**src/four_player_link_hub_defines.svh**
```systemverilog
// Assertion macros shared by the four-player link hub RTL
`ifndef FOUR_PLAYER_LINK_HUB_DEFINES_SVH
`define FOUR_PLAYER_LINK_HUB_DEFINES_SVH

// Plain property, checked on every rising clock edge outside reset
`define FPLH_ASSERT(label, prop, msg) \
  label: assert property (@(posedge clk_i) disable iff (!rst_ni) (prop)) else $error(msg);

// Same-cycle implication
`define FPLH_ASSERT_IMPL(label, ante, cons, msg) \
  `FPLH_ASSERT(label, (ante) |-> (cons), msg)

// Next-cycle implication
`define FPLH_ASSERT_NEXT(label, ante, cons, msg) \
  `FPLH_ASSERT(label, (ante) |=> (cons), msg)

`endif

```
**src/fplh_pkg.sv**
```systemverilog
// Types and constants shared by the four-player link hub modules
package fplh_pkg;

  localparam int unsigned DefMaxDataNumber = 64;

  localparam logic [7:0] ByteSync    = 8'hFE;
  localparam logic [7:0] ByteStart   = 8'hCC;
  localparam logic [7:0] ByteDnReq   = 8'h88;
  localparam logic [7:0] ByteGo      = 8'hAA;

  typedef enum logic [1:0] {
    MODE_CONN  = 2'd0,
    MODE_START = 2'd1,
    MODE_DATA  = 2'd2,
    MODE_IDLE  = 2'd3
  } hub_mode_e;

  typedef enum logic [3:0] {
    ST_WAIT   = 4'b0001,
    ST_SLOT   = 4'b0010,
    ST_FRAME  = 4'b0100,
    ST_GATHER = 4'b1000
  } ctrl_state_e;

  typedef struct packed {
    logic latch_in;
    logic slot_step;
    logic frame_eval;
  } ctrl_cmd_t;

  typedef struct packed {
    logic gather_req;
    logic gather_busy;
  } dp_status_t;

endpackage

```
**src/fplh_ctrl.sv**
```systemverilog
// Sequencer for the four-player link hub: request flow and result register control
`include "four_player_link_hub_defines.svh"

module fplh_ctrl (
  input  logic                   clk_i,
  input  logic                   rst_ni,
  input  logic                   in_valid_i,
  output logic                   in_stall_o,
  output logic                   out_valid_o,
  input  logic                   out_stall_i,
  output fplh_pkg::ctrl_cmd_t    cmd_o,
  input  fplh_pkg::dp_status_t   status_i
);
  import fplh_pkg::*;

  ctrl_state_e state_q, state_d;
  logic        out_valid_q, out_valid_d;
  logic        out_busy;

  // result register still held by the receiver
  assign out_busy    = out_valid_q && out_stall_i;
  assign in_stall_o  = (state_q != ST_WAIT);
  assign out_valid_o = out_valid_q;

  always_comb begin
    state_d = state_q;
    cmd_o   = '0;
    case (state_q)
      ST_WAIT: begin
        if (in_valid_i) begin
          cmd_o.latch_in = 1'b1;
          state_d        = ST_SLOT;
        end
      end
      ST_SLOT: begin
        cmd_o.slot_step = 1'b1;
        state_d         = ST_FRAME;
      end
      ST_FRAME: begin
        if (!out_busy) begin
          cmd_o.frame_eval = 1'b1;
          state_d          = status_i.gather_req ? ST_GATHER : ST_WAIT;
        end
      end
      ST_GATHER: begin
        if (!status_i.gather_busy) begin
          state_d = ST_WAIT;
        end
      end
      default: begin
        state_d = ST_WAIT;
      end
    endcase
  end

  always_comb begin
    out_valid_d = out_valid_q;
    if (cmd_o.frame_eval) begin
      out_valid_d = 1'b1;
    end else if (out_valid_q && !out_stall_i) begin
      out_valid_d = 1'b0;
    end
  end

  always_ff @(posedge clk_i or negedge rst_ni) begin
    if (!rst_ni) begin
      state_q     <= ST_WAIT;
      out_valid_q <= 1'b0;
    end else begin
      state_q     <= state_d;
      out_valid_q <= out_valid_d;
    end
  end

  `FPLH_ASSERT_IMPL(a_gather_blocks_input, status_i.gather_busy, in_stall_o, "request taken during gather")
  `FPLH_ASSERT_NEXT(a_accept_to_slot, in_valid_i && !in_stall_o, cmd_o.slot_step, "slot step missed")
  `FPLH_ASSERT_NEXT(a_eval_loads_result, cmd_o.frame_eval, out_valid_o, "result not presented")

endmodule

```
**src/fplh_dp.sv**
```systemverilog
// Datapath of the four-player link hub: mode state, receive/transmit stores, gather
module fplh_dp #(
  parameter int unsigned MAX_DATA_NUMBER = fplh_pkg::DefMaxDataNumber
) (
  input  logic                 clk_i,
  input  logic                 rst_ni,
  input  logic                 cfg_wr_en_i,
  input  logic [3:0]           cfg_wr_data_i,
  input  logic                 command_i,
  input  logic [7:0]           rx_link0_i,
  input  logic [7:0]           rx_link1_i,
  input  logic [7:0]           rx_link2_i,
  input  logic [7:0]           rx_link3_i,
  input  fplh_pkg::ctrl_cmd_t  cmd_i,
  output fplh_pkg::dp_status_t status_o,
  output logic [7:0]           tx_link0_o,
  output logic [7:0]           tx_link1_o,
  output logic [7:0]           tx_link2_o,
  output logic [7:0]           tx_link3_o,
  output logic [7:0]           slot_number_o,
  output logic [1:0]           hub_mode_o,
  output logic                 frame_end_o
);
  import fplh_pkg::*;

  localparam int unsigned RxRows  = MAX_DATA_NUMBER + 1;
  localparam int unsigned RowW    = $clog2(RxRows);
  localparam int unsigned TxDepth = 4 * MAX_DATA_NUMBER;
  localparam int unsigned SlotW   = $clog2(TxDepth);
  localparam int unsigned FlenW   = $clog2(TxDepth + 1);

  // latched request
  logic             in_cmd_q;
  logic [7:0]       in_rx_q [4];

  // hub state
  logic [3:0]       mask_q, snap_q, snap_d;
  hub_mode_e        mode_q, mode_d;
  logic [SlotW-1:0] slot_q, slot_d;
  logic [FlenW-1:0] flen_q, flen_d;
  logic [7:0]       dn_q, dn_d, dn_cap;
  logic             expect_q, expect_d;
  logic             first_q, first_d;
  logic             fend_q;
  logic [FlenW-1:0] slot_next;

  // receive rows 0..3 kept in flops for the frame-end checks
  logic [7:0]       sh_q [4][4];
  logic [RxRows-1:0] valid_q;

  // receive store write side
  logic             active;
  logic             row_hit;
  logic [RowW-1:0]  wr_row;
  logic [3:0]       rx_we;
  logic [7:0]       rx_wdata [4];

  // gather
  logic             g_issue_q, g_wr_q, last_issue;
  logic [RowW-1:0]  g_row_q;
  logic [SlotW-1:0] g_pos_q, wr_pos_q;
  logic [1:0]       g_k_q, wr_k_q;
  logic [7:0]       rd_data_q [4];
  logic             rd_valid_q;

  // transmit store
  logic [7:0]       tx_mem [TxDepth];
  logic [7:0]       tx_rd_q;

  // result
  logic [7:0]       res_tx [4];
  logic [7:0]       res_slot;
  logic             res_fend;
  logic             start_hit;
  logic [7:0]       out_tx_q [4];
  logic [7:0]       out_slot_q;
  logic [1:0]       out_mode_q;
  logic             out_fend_q;

  assign status_o.gather_req  = in_cmd_q && (mode_q == MODE_DATA) && fend_q;
  assign status_o.gather_busy = g_issue_q || g_wr_q;

  assign slot_next = FlenW'(slot_q) + FlenW'(1);

  // ---- receive store writes ----
  assign active  = cmd_i.slot_step && in_cmd_q && (mode_q != MODE_IDLE);
  assign row_hit = (slot_q <= SlotW'(MAX_DATA_NUMBER));
  assign wr_row  = RowW'(slot_q);

  always_comb begin
    for (int k = 0; k < 4; k++) begin
      // first write to a row fills absent links with zero so one valid bit covers it
      rx_we[k]    = active && row_hit && (mask_q[k] || !valid_q[wr_row]);
      rx_wdata[k] = mask_q[k] ? in_rx_q[k] : 8'h00;
    end
  end

  for (genvar k = 0; k < 4; k++) begin : g_lane
    logic [7:0] mem [RxRows];
    always_ff @(posedge clk_i) begin
      if (rx_we[k]) begin
        mem[wr_row] <= rx_wdata[k];
      end
      if (g_issue_q) begin
        rd_data_q[k] <= mem[g_row_q];
      end
    end
  end

  // ---- frame-end decisions ----
  always_comb begin
    start_hit = 1'b0;
    for (int k = 0; k < 4; k++) begin
      if (sh_q[k][1] == ByteGo && sh_q[k][2] == ByteGo && sh_q[k][3] == ByteGo) begin
        start_hit = 1'b1;
      end
    end
  end

  always_comb begin
    if (sh_q[0][0] == 8'd0) begin
      dn_cap = 8'd1;
    end else if (sh_q[0][0] > 8'(MAX_DATA_NUMBER)) begin
      dn_cap = 8'(MAX_DATA_NUMBER);
    end else begin
      dn_cap = sh_q[0][0];
    end
  end

  always_comb begin
    mode_d   = mode_q;
    slot_d   = slot_q;
    flen_d   = flen_q;
    dn_d     = dn_q;
    expect_d = expect_q;
    first_d  = first_q;
    snap_d   = snap_q;
    res_slot = 8'd0;
    res_fend = 1'b0;
    for (int k = 0; k < 4; k++) begin
      res_tx[k] = 8'h00;
    end
    if (!in_cmd_q) begin
      mode_d = MODE_CONN;
      slot_d = '0;
      flen_d = FlenW'(4);
      snap_d = mask_q;
    end else if (mode_q != MODE_IDLE) begin
      for (int k = 0; k < 4; k++) begin
        case (mode_q)
          MODE_CONN:  res_tx[k] = (slot_q == '0) ? ByteSync : {snap_q, 4'(k + 1)};
          MODE_START: res_tx[k] = ByteStart;
          MODE_DATA:  res_tx[k] = first_q ? 8'h00 : tx_rd_q;
          default:    res_tx[k] = 8'h00;
        endcase
      end
      res_slot = 8'(slot_q);
      res_fend = fend_q;
      if (fend_q) begin
        slot_d   = '0;
        if (expect_q) begin
          dn_d = dn_cap;
        end
        expect_d = (mode_q == MODE_CONN) && (sh_q[0][1] == ByteDnReq) &&
                   (sh_q[0][2] == ByteDnReq);
        case (mode_q)
          MODE_CONN: begin
            if (start_hit) begin
              mode_d = MODE_START;
              flen_d = FlenW'(4);
            end
          end
          MODE_START: begin
            mode_d  = MODE_DATA;
            flen_d  = FlenW'({dn_d, 2'b00});
            first_d = 1'b1;
          end
          MODE_DATA: begin
            first_d = 1'b0;
          end
          default: begin
            mode_d = mode_q;
          end
        endcase
      end else begin
        slot_d = SlotW'(slot_next);
      end
    end
  end

  // ---- control state ----
  always_ff @(posedge clk_i or negedge rst_ni) begin
    if (!rst_ni) begin
      mask_q   <= '0;
      snap_q   <= '0;
      mode_q   <= MODE_IDLE;
      slot_q   <= '0;
      flen_q   <= FlenW'(4);
      dn_q     <= 8'd1;
      expect_q <= 1'b0;
      first_q  <= 1'b0;
      valid_q  <= '0;
      for (int k = 0; k < 4; k++) begin
        for (int r = 0; r < 4; r++) begin
          sh_q[k][r] <= 8'h00;
        end
      end
    end else begin
      if (cfg_wr_en_i) begin
        mask_q <= cfg_wr_data_i;
      end
      if (cmd_i.frame_eval) begin
        snap_q   <= snap_d;
        mode_q   <= mode_d;
        slot_q   <= slot_d;
        flen_q   <= flen_d;
        dn_q     <= dn_d;
        expect_q <= expect_d;
        first_q  <= first_d;
      end
      if (active && row_hit) begin
        valid_q[wr_row] <= 1'b1;
      end
      if (active && (FlenW'(slot_q) < FlenW'(4))) begin
        for (int k = 0; k < 4; k++) begin
          if (mask_q[k]) begin
            sh_q[k][slot_q[1:0]] <= in_rx_q[k];
          end
        end
      end
    end
  end

  // ---- gather sequencing: row b+1 of link k lands at k*N+b ----
  assign last_issue = (g_k_q == 2'd3) && (g_row_q == RowW'(dn_q));

  always_ff @(posedge clk_i or negedge rst_ni) begin
    if (!rst_ni) begin
      g_issue_q <= 1'b0;
      g_wr_q    <= 1'b0;
    end else begin
      g_wr_q <= g_issue_q;
      if (cmd_i.frame_eval && status_o.gather_req) begin
        g_issue_q <= 1'b1;
      end else if (g_issue_q && last_issue) begin
        g_issue_q <= 1'b0;
      end
    end
  end

  always_ff @(posedge clk_i) begin
    if (cmd_i.frame_eval && status_o.gather_req) begin
      g_row_q <= RowW'(1);
      g_pos_q <= '0;
      g_k_q   <= 2'd0;
    end else if (g_issue_q) begin
      g_pos_q <= g_pos_q + SlotW'(1);
      if (g_row_q == RowW'(dn_q)) begin
        g_row_q <= RowW'(1);
        g_k_q   <= g_k_q + 2'd1;
      end else begin
        g_row_q <= g_row_q + RowW'(1);
      end
    end
    wr_pos_q   <= g_pos_q;
    wr_k_q     <= g_k_q;
    rd_valid_q <= valid_q[g_row_q];
  end

  always_ff @(posedge clk_i) begin
    if (g_wr_q) begin
      tx_mem[wr_pos_q] <= rd_valid_q ? rd_data_q[wr_k_q] : 8'h00;
    end
    if (cmd_i.slot_step) begin
      tx_rd_q <= tx_mem[slot_q];
    end
  end

  // ---- request latch and result register ----
  always_ff @(posedge clk_i) begin
    if (cmd_i.latch_in) begin
      in_cmd_q   <= command_i;
      in_rx_q[0] <= rx_link0_i;
      in_rx_q[1] <= rx_link1_i;
      in_rx_q[2] <= rx_link2_i;
      in_rx_q[3] <= rx_link3_i;
    end
    if (cmd_i.slot_step) begin
      fend_q <= (slot_next == flen_q);
    end
    if (cmd_i.frame_eval) begin
      for (int k = 0; k < 4; k++) begin
        out_tx_q[k] <= res_tx[k];
      end
      out_slot_q <= res_slot;
      out_mode_q <= mode_d;
      out_fend_q <= res_fend;
    end
  end

  assign tx_link0_o    = out_tx_q[0];
  assign tx_link1_o    = out_tx_q[1];
  assign tx_link2_o    = out_tx_q[2];
  assign tx_link3_o    = out_tx_q[3];
  assign slot_number_o = out_slot_q;
  assign hub_mode_o    = out_mode_q;
  assign frame_end_o   = out_fend_q;

endmodule

```
**src/four_player_link_hub.sv**
```systemverilog
// Top level of the four-player link hub
//
// One request is one byte slot on four serial links: command_i = 0 starts the
// connection handshake, command_i = 1 swaps one byte with each link. Every
// request gives exactly one result (the four transmit bytes, slot number, the
// mode after the slot and a frame-end flag). Both channels use valid/stall.
// The connected_mask register (cfg_wr_en_i / cfg_wr_data_i) is to be written
// while no request is in flight; the block itself does not enforce this.
// A start request samples it into the status bytes. A request is taken only
// in the wait state and then passes the slot step and the frame evaluation,
// which loads the result register, before the next one is taken. A frame end
// in data mode adds the broadcast gather, one transmit-store write per cycle.
// The result sits in an output register; while the receiver stalls, the next
// request is still taken and held until that register frees up.
// Reset puts the hub in idle mode (slots are answered with zeros and mode 3),
// clears the receive store's contents by valid bits on its rows, and sets the
// data number to one. No clearing pass is needed.
module four_player_link_hub #(
  parameter int unsigned MAX_DATA_NUMBER = fplh_pkg::DefMaxDataNumber
) (
  input  logic       clk_i,
  input  logic       rst_ni,
  input  logic       cfg_wr_en_i,
  input  logic [3:0] cfg_wr_data_i,
  input  logic       in_valid_i,
  output logic       in_stall_o,
  input  logic       command_i,
  input  logic [7:0] rx_link0_i,
  input  logic [7:0] rx_link1_i,
  input  logic [7:0] rx_link2_i,
  input  logic [7:0] rx_link3_i,
  output logic       out_valid_o,
  input  logic       out_stall_i,
  output logic [7:0] tx_link0_o,
  output logic [7:0] tx_link1_o,
  output logic [7:0] tx_link2_o,
  output logic [7:0] tx_link3_o,
  output logic [7:0] slot_number_o,
  output logic [1:0] hub_mode_o,
  output logic       frame_end_o
);
  import fplh_pkg::*;

  ctrl_cmd_t  cmd;
  dp_status_t status;

  // sequencer: request handshake, slot step, frame evaluation, gather wait
  fplh_ctrl u_ctrl (
    .clk_i       (clk_i),
    .rst_ni      (rst_ni),
    .in_valid_i  (in_valid_i),
    .in_stall_o  (in_stall_o),
    .out_valid_o (out_valid_o),
    .out_stall_i (out_stall_i),
    .cmd_o       (cmd),
    .status_i    (status)
  );

  // mode state, receive and transmit stores, result register
  fplh_dp #(
    .MAX_DATA_NUMBER (MAX_DATA_NUMBER)
  ) u_dp (
    .clk_i         (clk_i),
    .rst_ni        (rst_ni),
    .cfg_wr_en_i   (cfg_wr_en_i),
    .cfg_wr_data_i (cfg_wr_data_i),
    .command_i     (command_i),
    .rx_link0_i    (rx_link0_i),
    .rx_link1_i    (rx_link1_i),
    .rx_link2_i    (rx_link2_i),
    .rx_link3_i    (rx_link3_i),
    .cmd_i         (cmd),
    .status_o      (status),
    .tx_link0_o    (tx_link0_o),
    .tx_link1_o    (tx_link1_o),
    .tx_link2_o    (tx_link2_o),
    .tx_link3_o    (tx_link3_o),
    .slot_number_o (slot_number_o),
    .hub_mode_o    (hub_mode_o),
    .frame_end_o   (frame_end_o)
  );

endmodule

```
**config.mk**
```make
export PLATFORM = sky130hd
export DESIGN_NAME = four_player_link_hub
export DESIGN_NICKNAME = d
export VERILOG_FILES = /design/src/fplh_pkg.sv /design/src/fplh_ctrl.sv /design/src/fplh_dp.sv /design/src/four_player_link_hub.sv
export VERILOG_INCLUDE_DIRS = /design/src /design/src/src
export SDC_FILE = /design/constraint.sdc
export NUM_CORES = 2
export LEC_CHECK = 0
export BUFFER_PORTS_ARGS = -buffer_cell sky130_fd_sc_hd__buf_2
export CORE_MARGIN = 1
export CORE_UTILIZATION = 43
export DETAILED_ROUTE_END_ITERATION = 6
export PLACE_DENSITY_LB_ADDON = 0.3
export SYNTH_ARGS = -nofsm -noshare
export SYNTH_HDL_FRONTEND = slang
export SYNTH_MEMORY_MAX_BITS = 65536
export SYNTH_SLANG_ARGS = --single-unit
```
**constraint.sdc**
```tcl
create_clock -name clk_i -period 5.16 [get_ports clk_i]
set_input_delay 0.516 -clock clk_i [delete_from_list [all_inputs] [get_ports clk_i]]
set_output_delay 0.516 -clock clk_i [all_outputs]
set_load 0.05 [all_outputs]
```
==> impl_metrics.py <==
metrics = {
    "layout": {
        "drive_gt1_frac": 0.235,
        "final_cell_mix": "4224 x edfxtp_1, 799 x mux4_2, 717 x nor2_1",
        "area_growth_pct": 13.1,
        "layout_commonest_cell": "edfxtp_1",
        "multi_input_area_um2": 38500,
        "final-seq-area_um2": 133000,
        "fin_nets": 9356,
        "fill_cells": 32200,
    },
    "synthesis": {
        "synth_top_area_frac": 0.730,
        "synth_top_family_by_area": "multiplexers",
        "avgSynthCellArea_um2": 19.4,
        "synth-compound-area-share": 0.0472,
        "yosysWarnings": 0,
        "synth_area_um2": 174000,
        "synth-simple-area-share": 0.0350,
        "synth-xor-area-share": 0.00136,
        "ys_async_sr_fraction": 0.0470,
        "synth_fa_ha_area_frac": 0.000865,
        "ys_types": 75,
        "ys_seq_area_frac": 0.765,
        "synth.net_count": 8996,
        "synth_top_cell_by_area": "edfxtp_1",
        "synth.area.top_cells": "edfxtp_1 73%, mux4_2 10%, dfrtp_1 3.0%",
        "ys_ff_latch": 4469,
        "synth_mux_area_frac": 0.136,
        "synth_edf_count": 4224,
        "synth_cells": 8942,
        "ys.flop_type": "edfxtp_1",
    },
    "timing": {
        "grt_setup_unrepaired": "false",
        "min_period_ns": 4.52,
        "worstMarginPinSlew_ns": 1.31,
        "slew_viol_final": 0,
        "fin_skew_ns": 0.0563,
        "tns_ns": 0,
        "maxSlewHeadroom": 0.124,
        "fin_ws_ns": 0.643,
        "hold_viol": 0,
        "setup_viol": 0,
        "min_period_over_period": 0.875,
        "fmax_mhz": 221,
    },
    "power_and_ir_drop": {
        "leakagePower_uw": 0.0628,
        "powerDensity_nw_per_um2": 526,
        "vdd_drop_max_v": 0.000371,
    },
    "placed_design": {
        "dp_hpwl_mm": 332,
        "gp_routability_congestion": 0.928,
        "dp_slack_ns": 0.746,
        "portBuffers": 86,
    },
    "clocking": {
        "clk_latency_ns": 1.01,
        "cts_buffer_depth": 4,
        "cts_resized": 0,
        "clock_tree.root_cell": "clkbuf_16",
        "clkTransAtPathRegs_ns": 0.07,
        "cts_tree": "built",
        "cts_buffers": 427,
        "htreeDepth": 5,
        "clkSinkCount": 4469,
    },
    "min_path": {
        "hold_path_class": "primary input to asynchronous set/reset pin",
    },
    "die": {
        "die_area_um2": 406000,
        "initial_core_util": 0.433,
        "die_x_um": 637,
        "rows": 232,
        "io_pins": 87,
        "die_h_um": 637,
        "core_region_area_um2": 401000,
    },
    "setup_path": {
        "crit_arrival_ns": 5.13,
        "cp-startpoint": "u_dp.slot_q[2]",
        "cp-start-kind": "register",
        "cp_max_fo": 35,
        "r2r_start": "u_dp.slot_q[2]",
        "crit_type": "register to register",
        "crit_required_ns": 5.78,
        "endpoint_kind": "register",
    },
    "drt": {
        "routed_wl_mm": 527,
        "drc_errors": 0,
        "vias": 94700,
        "route.detailed.wl_per_inst_um": 35.3,
        "detail-route-antenna-nets": 0,
        "initialDrtViolationCount": 14900,
        "via_per_inst": 6.33,
        "first_pass_iters": 6,
    },
    "grt": {
        "grt_pass1_wl_mm": 732,
        "grt-ovfl-total": 0,
        "grtUsageTotal": 0.254,
        "grt_max_degree": 178,
        "antenna_found_initial": 39,
        "grt_pass1_vias": 92100,
    },
    "status": {
        "status": "finished clean",
    },
    "run": {
        "drv_cap": 0,
    },
}
-- state kept, by name, indices dropped and copies added (netlist names), 2 cells and up, named ones only --
| signal | flops |
|---|---|
| u_dp.g_lane.mem | 2080 |
| u_dp.tx_mem | 2048 |
| u_dp.sh_q | 104 |
| u_dp.valid_q | 65 |
| u_dp.in_rx_q | 32 |
| u_dp.rd_data_q | 32 |
| u_dp.out_tx_q | 11 |
| u_dp.g_pos_q | 8 |
| u_dp.slot_number_o | 8 |
| u_dp.slot_q | 8 |
| u_dp.tx_rd_q | 8 |
| u_dp.wr_pos_q | 8 |
| u_dp.dn_q | 7 |
| u_dp.flen_q | 7 |
| u_dp.g_row_q | 7 |
| u_ctrl.state_q | 4 |
| u_dp.mask_q | 4 |
| u_dp.snap_q | 4 |
| u_dp.g_k_q | 2 |
| u_dp.hub_mode_o | 2 |
| u_dp.mode_q | 2 |
-- synth_stat cells, types with 8 or more instances --
master / count
a221o_1: 73
dfxtp_1: 35
nor2_1: 727
buf_4: 47
a222oi_1: 15
mux2i_1: 234
o21ai_0: 183
a22o_1: 61
nand3_1: 69
nor3_1: 25
nand2_1: 292
clkbuf_1: 282
a22oi_1: 150
and3_1: 8
a221oi_1: 188
o221ai_1: 29
a31oi_1: 37
nor2b_1: 26
xor2_1: 16
inv_1: 11
mux2_2: 286
buf_2: 188
ha_1: 12
nor4_1: 12
mux4_2: 799
edfxtp_1: 4224
dfrtp_1: 205
o2bb2ai_1: 10
a211oi_1: 30
nand4_1: 37
nand2b_1: 77
o2111ai_1: 11
and2_1: 53
a21oi_1: 230
o22ai_1: 25
a2111oi_0: 12
o211ai_1: 36
buf_1: 60
nor4bb_1: 16
xnor2_1: 11
-- layout make-up --
type,instances,share of cell area
timing repair buffer,508,0.0226
clock inverter,264,0.0137
tap,5265,0.0335
multi-input combinational,3884,0.196
antenna,26,0.000331
inverter,12,0.000280
sequential,4469,0.676
clock buffer,530,0.0573
-- kinds of logic after synthesis --
group                      count (synthesis)
AOI/OAI and AO/OA                       1149
xor gates and xnor gates                  27
adders and majority gates                 12
buffers and inverters                    589
DFF                                     4469
muxes                                   1319
and+or+nand+nor                         1377
-- path summary, 6_finish.rpt --
| check | end | slack (ns) | depth (start not counted) |
|---|---|---|---|
| setup / recovery | u_dp.g_lane[1].mem[5][6] | 0.64 | 10 |
| hold / removal | u_ctrl.out_valid_o | 0.16 | 2 |
| setup reg to reg | u_dp.g_lane[1].mem[5][6] | 0.64 | 10 |
| hold reg to reg | u_dp.wr_pos_q[3] | 0.39 | 0 |
| max in group asynchronous | u_dp.valid_q[25] | 3.57 | 3 |
| min in group clk_i | u_dp.in_rx_q[2][3] | 0.23 | 2 |
-- per-layer routing --
| layer | track usage | part of all wire |
|---|---|---|
| met1 | 0.346 | 0.37 |
| met2 | 0.390 | 0.46 |
| met3 | 0.0580 | 0.12 |
| met4 | 0.121 | 0.055 |
| met5 | 0 | 0.00041 |
-- where the power goes --
part / internal (uW) / switching [uW] / total [uW]
logic: 9870 / 18100 / 27900
clock network: 17700 / 13800 / 31400
registers: 42700 / 1330 / 44000
-- through the flow --
step / cells / utilization / total power (uW) / hold WS (ns) / cell area, um^2
after global placement: 14100 / 0.454 / 71900 / 0.368 / 182000
after floorplan: 8942 / - / 59900 / 0.220 / 174000
after global routing: 14900 / 0.490 / 105000 / 0.218 / 196000
final: 15000 / 0.490 / 103000 / 0.157 / 196000
after CTS: 14900 / 0.490 / 103000 / 0.175 / 196000
after detailed placement: 14100 / 0.454 / 72100 / 0.374 / 182000
-- critical path, stage by stage (launching register included) --
cell and delay [ns]:
dfrtp_4 0.84, mux2_2 0.41, a221oi_1 0.28, o22ai_1 0.15, o21ai_0 0.21, o21ai_0 0.10, a222oi_1 0.68, nor2_4 0.30
buf_4 0.31, buf_4 0.23, nor2_1 0.55
-- repair_timing --
item,in CTS,in global routing
setup endpoints to repair,0,0
hold buffers,44,0
endpoints found under the hold margin,138,0
setup buffers,0,0
(Power assumes the default switching activity.)
